**config.mk**
```make
export PLATFORM = sky130hd
export DESIGN_NAME = coalescing_event_queue
export DESIGN_NICKNAME = d
export VERILOG_FILES = /design/src/hdl/ceq_pkg.sv /design/src/hdl/coalescing_event_queue.sv /design/src/hdl/ceq_ram.sv /design/src/hdl/ceq_ctrl.sv
export SDC_FILE = /design/constraint.sdc
export NUM_CORES = 2
export LEC_CHECK = 0
export ABC_CLOCK_PERIOD_IN_PS = 16000
export BUFFER_PORTS_ARGS = -buffer_cell sky130_fd_sc_hd__buf_4
export CAP_MARGIN = 10
export CORE_MARGIN = 1.5
export CORE_UTILIZATION = 40
export CTS_CLUSTER_DIAMETER = 150
export DETAILED_ROUTE_END_ITERATION = 10
export GPL_TIMING_DRIVEN = 0
export PLACE_DENSITY_LB_ADDON = 0.12
export REMOVE_ABC_BUFFERS = 1
export SYNTH_ARGS = -nofsm -noshare
export SYNTH_HDL_FRONTEND = slang
export SYNTH_SLANG_ARGS = --single-unit
```
**constraint.sdc**
```tcl
create_clock -name clk -period 16 [get_ports clk]
set_input_delay 1.6 -clock clk [delete_from_list [all_inputs] [get_ports clk]]
set_output_delay 1.6 -clock clk [all_outputs]
set_load 0.02 [all_outputs]
```
**src/hdl/ceq_pkg.sv**
```systemverilog
// Shared types and constants for the coalescing event queue.
// No dependencies; imported by coalescing_event_queue and ceq_ctrl.
`default_nettype none
package ceq_pkg;

  localparam int DEF_QUEUE_DEPTH   = 16;
  localparam int DEF_PAYLOAD_BYTES = 8;
  localparam int CODE_W            = 8;
  localparam int FLEN_W            = 4;

  typedef enum logic [2:0] {
    ST_STORED    = 3'd0,
    ST_COALESCED = 3'd1,
    ST_IGNORED   = 3'd2,
    ST_TOO_LONG  = 3'd3,
    ST_FULL      = 3'd4,
    ST_FETCHED   = 3'd5,
    ST_EMPTY     = 3'd6
  } status_t;

  typedef struct packed {
    logic is_fetch;
    logic ignored;
    logic too_long;
  } cmd_t;

endpackage
`default_nettype wire

```
**src/hdl/coalescing_event_queue.sv**
```systemverilog
// Coalescing event queue top level: enable register, item decode, payload mask.
// Depends on ceq_pkg, ceq_ctrl and ceq_ram.
//
//   channel  handshake        payload
//   -------  ---------------  --------------------------------------------------
//   cfg      cfg_we           cfg_wdata (events_enable)
//   item in  start && !busy   action, event_code, payload, payload_len
//   result   done (1 cycle)   status, fetched_code, fetched_payload, fetched_len,
//                             raise_irq, current_event
//
// Rejected posts, stores into an empty queue and fetches on an empty queue finish
// straight from idle; a fetch goes through S_FETCH (one RAM read). Other posts scan the
// waiting entries through the RAM read port, one entry a cycle.
// Synchronous reset empties the queue and clears current_event and the enable.
// Results cannot be stalled; busy stays high until the result is shown.
`default_nettype none
module coalescing_event_queue
  import ceq_pkg::*;
#(
  parameter int QUEUE_DEPTH   = DEF_QUEUE_DEPTH,
  parameter int PAYLOAD_BYTES = DEF_PAYLOAD_BYTES,
  localparam int AW = (QUEUE_DEPTH > 1) ? $clog2(QUEUE_DEPTH) : 1,
  localparam int LW = $clog2(PAYLOAD_BYTES + 1),
  localparam int PW = 8 * PAYLOAD_BYTES,
  localparam int EW = CODE_W + LW + PW
) (
  input  wire logic              clk,
  input  wire logic              rst,
  input  wire logic              cfg_we,
  input  wire logic              cfg_wdata,
  input  wire logic              start,
  output logic                   busy,
  input  wire logic              action,
  input  wire logic [CODE_W-1:0] event_code,
  input  wire logic [PW-1:0]     payload,
  input  wire logic [7:0]        payload_len,
  output logic                   done,
  output status_t                status,
  output logic      [CODE_W-1:0] fetched_code,
  output logic      [PW-1:0]     fetched_payload,
  output logic      [FLEN_W-1:0] fetched_len,
  output logic                   raise_irq,
  output logic      [CODE_W-1:0] current_event
);

  logic          events_enable;
  cmd_t          cmd;
  logic [PW-1:0] data_masked;
  logic          ram_we;
  logic [AW-1:0] ram_waddr;
  logic [EW-1:0] ram_wdata;
  logic [AW-1:0] ram_raddr;
  logic [EW-1:0] ram_rdata;

  always_ff @(posedge clk) begin
    if (rst) begin
      events_enable <= 1'b0;
    end else if (cfg_we) begin
      events_enable <= cfg_wdata;
    end
  end

  assign cmd.is_fetch = action;
  assign cmd.ignored  = !events_enable || (event_code == '0);
  assign cmd.too_long = (payload_len > 8'(PAYLOAD_BYTES));

  always_comb begin
    for (int b = 0; b < PAYLOAD_BYTES; b++) begin
      data_masked[8*b +: 8] = (payload_len > 8'(b)) ? payload[8*b +: 8] : 8'h00;
    end
  end

  ceq_ctrl #(
    .QUEUE_DEPTH  (QUEUE_DEPTH),
    .PAYLOAD_BYTES(PAYLOAD_BYTES)
  ) u_ctrl (
    .clk            (clk),
    .rst            (rst),
    .start          (start),
    .cmd            (cmd),
    .code_in        (event_code),
    .len_in         (payload_len[LW-1:0]),
    .data_in        (data_masked),
    .busy           (busy),
    .ram_we         (ram_we),
    .ram_waddr      (ram_waddr),
    .ram_wdata      (ram_wdata),
    .ram_raddr      (ram_raddr),
    .ram_rdata      (ram_rdata),
    .done           (done),
    .status         (status),
    .fetched_code   (fetched_code),
    .fetched_payload(fetched_payload),
    .fetched_len    (fetched_len),
    .raise_irq      (raise_irq),
    .current_event  (current_event)
  );

  ceq_ram #(
    .WIDTH(EW),
    .DEPTH(QUEUE_DEPTH)
  ) u_ram (
    .clk  (clk),
    .we   (ram_we),
    .waddr(ram_waddr),
    .wdata(ram_wdata),
    .raddr(ram_raddr),
    .rdata(ram_rdata)
  );

`ifndef SYNTHESIS
  a_accept_progress: assert property (@(posedge clk) disable iff (rst)
    (start && !busy) |=> (done || busy))
    else $error("accepted item neither finished nor in progress");

  a_fetch_nonzero: assert property (@(posedge clk) disable iff (rst)
    (done && status == ST_FETCHED) |-> (fetched_code != '0 && current_event == fetched_code))
    else $error("fetched entry has zero code or was not latched");

  a_post_no_data: assert property (@(posedge clk) disable iff (rst)
    (done && status != ST_FETCHED) |-> (fetched_code == '0 && fetched_len == '0))
    else $error("non-fetch result carries fetched data");

  a_done_pulse: assert property (@(posedge clk) disable iff (rst)
    done |-> $past(busy || start))
    else $error("result strobe without an item");
`endif

endmodule
`default_nettype wire

```
**src/hdl/ceq_ram.sv**
```systemverilog
// Generic single-write, single-read synchronous RAM with registered read data.
// No dependencies.
`default_nettype none
module ceq_ram #(
  parameter int WIDTH = 8,
  parameter int DEPTH = 16,
  localparam int AW = (DEPTH > 1) ? $clog2(DEPTH) : 1
) (
  input  wire logic             clk,
  input  wire logic             we,
  input  wire logic [AW-1:0]    waddr,
  input  wire logic [WIDTH-1:0] wdata,
  input  wire logic [AW-1:0]    raddr,
  output logic      [WIDTH-1:0] rdata
);

  logic [WIDTH-1:0] mem [DEPTH];

  always_ff @(posedge clk) begin
    if (we) begin
      mem[waddr] <= wdata;
    end
    rdata <= mem[raddr];
  end

endmodule
`default_nettype wire

```
**src/hdl/ceq_ctrl.sv**
```systemverilog
// Queue controller: head/tail/count, coalescing scan over the entry RAM, pop.
// Depends on ceq_pkg; drives the ports of one ceq_ram instance.
`default_nettype none
module ceq_ctrl
  import ceq_pkg::*;
#(
  parameter int QUEUE_DEPTH   = DEF_QUEUE_DEPTH,
  parameter int PAYLOAD_BYTES = DEF_PAYLOAD_BYTES,
  localparam int AW = (QUEUE_DEPTH > 1) ? $clog2(QUEUE_DEPTH) : 1,
  localparam int CW = $clog2(QUEUE_DEPTH + 1),
  localparam int LW = $clog2(PAYLOAD_BYTES + 1),
  localparam int PW = 8 * PAYLOAD_BYTES,
  localparam int EW = CODE_W + LW + PW
) (
  input  wire logic              clk,
  input  wire logic              rst,
  input  wire logic              start,
  input  wire cmd_t              cmd,
  input  wire logic [CODE_W-1:0] code_in,
  input  wire logic [LW-1:0]     len_in,
  input  wire logic [PW-1:0]     data_in,
  output logic                   busy,
  output logic                   ram_we,
  output logic      [AW-1:0]     ram_waddr,
  output logic      [EW-1:0]     ram_wdata,
  output logic      [AW-1:0]     ram_raddr,
  input  wire logic [EW-1:0]     ram_rdata,
  output logic                   done,
  output status_t                status,
  output logic      [CODE_W-1:0] fetched_code,
  output logic      [PW-1:0]     fetched_payload,
  output logic      [FLEN_W-1:0] fetched_len,
  output logic                   raise_irq,
  output logic      [CODE_W-1:0] current_event
);

  typedef enum logic [1:0] {
    S_IDLE,
    S_SCAN,
    S_FETCH
  } state_t;

  state_t            state;
  logic [AW-1:0]     head;
  logic [AW-1:0]     tail;
  logic [CW-1:0]     count;
  logic [AW-1:0]     scan_ptr;
  logic [CW-1:0]     scan_idx;
  logic [CODE_W-1:0] code_q;
  logic [LW-1:0]     len_q;
  logic [PW-1:0]     data_q;

  logic [CODE_W-1:0] rd_code;
  logic [LW-1:0]     rd_len;
  logic [PW-1:0]     rd_data;
  logic              hit;
  logic              last;
  logic              full;

  function automatic logic [AW-1:0] next_ptr(input logic [AW-1:0] p);
    return (p == AW'(QUEUE_DEPTH - 1)) ? '0 : p + 1'b1;
  endfunction

  assign rd_code = ram_rdata[EW-1 -: CODE_W];
  assign rd_len  = ram_rdata[PW +: LW];
  assign rd_data = ram_rdata[PW-1:0];
  assign hit     = (rd_code == code_q);
  assign last    = (scan_idx == count - CW'(1));
  assign full    = (count == CW'(QUEUE_DEPTH));
  assign busy    = (state != S_IDLE);

  assign ram_raddr = (state == S_IDLE) ? head : next_ptr(scan_ptr);

  always_comb begin
    ram_we    = 1'b0;
    ram_waddr = tail;
    ram_wdata = {code_q, len_q, data_q};
    unique case (state)
      S_IDLE: begin
        if (start && !cmd.is_fetch && !cmd.ignored && !cmd.too_long && count == '0) begin
          ram_we    = 1'b1;
          ram_wdata = {code_in, len_in, data_in};
        end
      end
      S_SCAN: begin
        if (hit) begin
          ram_we    = 1'b1;
          ram_waddr = scan_ptr;
        end else if (last && !full) begin
          ram_we = 1'b1;
        end
      end
      default: begin
        ram_we = 1'b0;
      end
    endcase
  end

  always_ff @(posedge clk) begin
    if (rst) begin
      state         <= S_IDLE;
      head          <= '0;
      tail          <= '0;
      count         <= '0;
      done          <= 1'b0;
      current_event <= '0;
    end else begin
      done <= 1'b0;
      unique case (state)
        S_IDLE: begin
          if (start) begin
            code_q          <= code_in;
            len_q           <= len_in;
            data_q          <= data_in;
            fetched_code    <= '0;
            fetched_payload <= '0;
            fetched_len     <= '0;
            raise_irq       <= 1'b0;
            if (cmd.is_fetch) begin
              if (count == '0) begin
                done   <= 1'b1;
                status <= ST_EMPTY;
              end else begin
                state <= S_FETCH;
              end
            end else if (cmd.ignored) begin
              done   <= 1'b1;
              status <= ST_IGNORED;
            end else if (cmd.too_long) begin
              done   <= 1'b1;
              status <= ST_TOO_LONG;
            end else if (count == '0) begin
              tail      <= next_ptr(tail);
              count     <= count + CW'(1);
              done      <= 1'b1;
              status    <= ST_STORED;
              raise_irq <= 1'b1;
            end else begin
              scan_ptr <= head;
              scan_idx <= '0;
              state    <= S_SCAN;
            end
          end
        end
        S_SCAN: begin
          if (hit) begin
            done   <= 1'b1;
            status <= ST_COALESCED;
            state  <= S_IDLE;
          end else if (last) begin
            done  <= 1'b1;
            state <= S_IDLE;
            if (full) begin
              status <= ST_FULL;
            end else begin
              tail   <= next_ptr(tail);
              count  <= count + CW'(1);
              status <= ST_STORED;
            end
          end else begin
            scan_ptr <= next_ptr(scan_ptr);
            scan_idx <= scan_idx + CW'(1);
          end
        end
        S_FETCH: begin
          done            <= 1'b1;
          status          <= ST_FETCHED;
          fetched_code    <= rd_code;
          fetched_payload <= rd_data;
          fetched_len     <= FLEN_W'(rd_len);
          raise_irq       <= (count != CW'(1));
          current_event   <= rd_code;
          head            <= next_ptr(head);
          count           <= count - CW'(1);
          state           <= S_IDLE;
        end
        default: begin
          state <= S_IDLE;
        end
      endcase
    end
  end

endmodule
`default_nettype wire

```
==> impl_metrics.json <==
{
  "status": "completed",
  "cp_max_fo": 23,
  "ys_warn_count": 0,
  "worstSetupStartpointType": "input pin",
  "drt_wl_total_mm": 138,
  "clock-sinks": 1482,
  "p_comb_share_pct": 30.5,
  "fillers": 11400,
  "clkTransAtPathRegs_ns": 0.06,
  "worstHoldPathCells": 1,
  "grt_pass1_vias": 28800,
  "power.share.switching_pct": 27.7,
  "finalCritPeriodShare_pct": 33.1,
  "power_density_mw_per_mm2": 174,
  "r2r_end": "u_ram.mem[3][36]",
  "final_common_cell": "edfxtp_1",
  "timing.fmax_mhz": 189,
  "dp.cells": 4878,
  "yosysSeqAreaShare_pct": 76.7,
  "antenna_found_initial": 1,
  "synthArstFlopShare_pct": 0,
  "internal_power_uw": 8670,
  "power.share.clock_pct": 30.3,
  "place.gp.congestion": 0.748,
  "hold_class": "flip-flop to flip-flop",
  "ios": 176,
  "synth_cell_types": 62,
  "regToRegStartpoint": "u_ctrl.count[0]",
  "min_from": "u_ram.rdata[34]",
  "skew_ns": 0.0281,
  "nNetsFinal": 3261,
  "route.detailed.drc": 0,
  "gr-usage-all-layers_pct": 19.5,
  "setup_viol": 0,
  "drtPass1Iterations": 5,
  "synth_ff_type": "edfxtp_1",
  "dpl.hpwl_mm": 94.0,
  "synthCells": 2697,
  "post_cts_resized": 0,
  "relSlewSlack_pct": 22.3,
  "ctsHtreeMaxLevel": 4,
  "num_rows": 137,
  "drt-initial-drc-count": 2290,
  "placed_area_mm2": 0.0638,
  "numCtsBuffers": 158,
  "r2r_setup_slack_ns": 11.25,
  "pwr-share-seq_pct": 39.2,
  "fp.dieW_um": 379,
  "synth-edff-count": 1381,
  "vias": 27600,
  "vias_per_cell": 5.33,
  "hold_viol": 0,
  "grt_max_degree": 66,
  "clock_latency_ns": 0.77,
  "dieArea_mm2": 0.144,
  "vdd_ir_drop_max_uv": 92.4,
  "post_cts_buffers": 0,
  "hold_path_end": "u_ctrl.fetched_payload[34]",
  "io_buffer_count": 175,
  "initial_utilization_pct": 40.5,
  "maxSlewViolCount": 0,
  "final_cells": 5171,
  "final_cell_area_mm2": 0.0690,
  "setup.worst_path.end_class": "flip-flop",
  "ant_nets": 0,
  "gr-total-overflow": 0,
  "hold-worst-slack_ns": 0.505,
  "power.switching_uw": 3330,
  "syn_avg_cell_area_um2": 21.0,
  "p_leak_uw": 0.0236,
  "syn_to_final_growth_pct": 21.7,
  "layout_common_cells": "edfxtp_1, mux4_2, buf_4, clkbuf_16, buf_6",
  "rsz0062_at_grt": "false",
  "netlist_area_mm2": 0.0567,
  "crit_type": "input pin to flip-flop",
  "maxCapViolations": 0,
  "post_drt_wl_per_cell_um": 26.8,
  "drive_gt1_share_pct": 32.5,
  "ys_ff_latch": 1482,
  "ctsHoldBuffers": 0,
  "cts_root_buffer": "clkbuf_16",
  "die_y_um": 379,
  "min_period_ns": 5.30,
  "crit_arrival_ns": 5.76,
  "reg2regPathDepth": 15,
  "grt_pass1_wl_mm": 201,
  "worstPathRequired_ns": 16.46,
  "clockBufferDepth": 3,
  "worstMarginPinSlew_ns": 1.16,
  "cts_tree": "built",
  "core-area_mm2": 0.140
}
kinds of logic after synthesis:
logic type	after synthesis	share of synthesized area, %
compound gates	218	2.44
xor+xnor	20	0.309
fa+ha+maj	12	0.265
buf+inv	150	1.41
flops	1482	76.7
mux	476	15.3
simple gates	339	3.54
sequential cells by signal (all words and copies together), names as in the netlist:
signal and count:
u_ctrl.tail 4, u_ram.rdata 76, u_ctrl.current_event 8, u_ctrl.done 1, events_enable 1, u_ctrl.fetched_payload 64, u_ctrl.status 3, u_ctrl.count 5
u_ctrl.fetched_code 8, u_ctrl.scan_ptr 4, u_ram.mem 1216, u_ctrl.state 2, u_ctrl.head 4, u_ctrl.scan_idx 5, u_ctrl.fetched_len 4, u_ctrl.code_q 8
u_ctrl.raise_irq 1, u_ctrl.len_q 4, u_ctrl.data_q 64
critical path: stages:
cell	delay, ns
buf_4	0.10
or4_4	0.58
a21oi_2	0.29
and2_2	0.27
nand4_4	0.19
buf_12	0.26
o311a_1	0.40
nor3_2	0.59
buf_8	0.24
buf_8	0.16
buf_6	0.17
buf_6	0.18
buf_6	0.19
buf_8	0.17
buf_6	0.16
buf_6	0.16
metal layers:
layer | up-vias | global-route usage, % | routed length (µm)
met5 | - | 0 | 0
met4 | 0 | 4.64 | 2330
met3 | 155 | 3.10 | 6630
met2 | 722 | 30.7 | 65500
met1 | 14700 | 28.5 | 64000
li1 | 12000 | - | -
through the flow:
step / setup TNS [ns] / total power (µW) / utilization, % / setup slack (ns)
5_1_grt: 0 / 12500 / 49.2 / 10.59
4_1_cts: 0 / 12200 / 49.2 / 10.75
3_3_place_gp: -6085.32 / 9290 / 42.6 / -9.07
6_report: 0 / 12000 / 49.2 / 10.70
3_5_place_dp: 0 / 8510 / 45.5 / 9.97
2_1_floorplan: 0 / 8070 / - / 2.90
synthesized netlist by cell type (2+ instances only):
cell type / number / area (µm²)
edfxtp_1: 1381 / 41500
mux4_2: 304 / 6850
nor2b_1: 112 / 701
and2_1: 111 / 694
a21oi_1: 109 / 546
dfxtp_1: 101 / 2020
mux2i_1: 86 / 861
a211oi_1: 76 / 571
clkbuf_1: 58 / 218
mux2_2: 52 / 586
nor2_1: 42 / 158
buf_2: 40 / 200
mux2_1: 32 / 360
buf_4: 21 / 158
nor3_1: 21 / 105
buf_6: 14 / 158
nand2_1: 14 / 52.6
xor2_1: 14 / 123
ha_1: 12 / 150
inv_1: 9 / 33.8
a31oi_1: 7 / 43.8
and2b_1: 7 / 52.6
o21ai_0: 7 / 35.0
buf_1: 6 / 22.5
nand3_1: 6 / 30.0
xnor2_1: 6 / 52.6
nor4_1: 4 / 25.0
and3_1: 3 / 18.8
nand2b_1: 3 / 18.8
or3_1: 3 / 18.8
a21oi_2: 2 / 17.5
a311oi_1: 2 / 17.5
nand4_1: 2 / 12.5
nor3_2: 2 / 20.0
power by group through the flow:
| stage | Combinational [µW] | Sequential [µW] | Clock [µW] |
|---|---|---|---|
| detailed placement | 3720 | 4780 | 0 |
| global placement | 4470 | 4820 | 0 |
| finish | 3660 | 4700 | 3640 |
| global route | 3950 | 4720 | 3880 |
| CTS | 3740 | 4710 | 3740 |
| floorplan | 3250 | 4820 | 0 |
layout make-up:
class,count,area (µm²),area share [%]
Antenna cell,1,2.50,0.00363
Clock buffer,224,4500,6.53
Multi-Input combinational cell,1065,12600,18.2
Inverter,11,43.8,0.0635
Tap cell,1876,2350,3.40
Sequential cell,1482,43500,63.1
Timing Repair Buffer,445,5340,7.74
Clock inverter,67,692,1.00
worst max-delay path by stage:
| stage | start | end | slack [ns] |
|---|---|---|---|
| 5_1_grt | payload_len[4] | u_ram.mem[3][18] | 10.59 |
| 2_1_floorplan | u_ctrl.state[0] | u_ram.rdata[0] | 2.90 |
| 3_3_place_gp | u_ctrl.state[0] | u_ram.rdata[50] | -9.07 |
| 6_report | payload_len[4] | u_ram.mem[3][36] | 10.70 |
| 3_5_place_dp | payload_len[4] | u_ram.mem[3][34] | 9.97 |
| 4_1_cts | payload_len[4] | u_ram.mem[3][34] | 10.75 |
No activity file was read; power rests on OpenSTA's default activity.
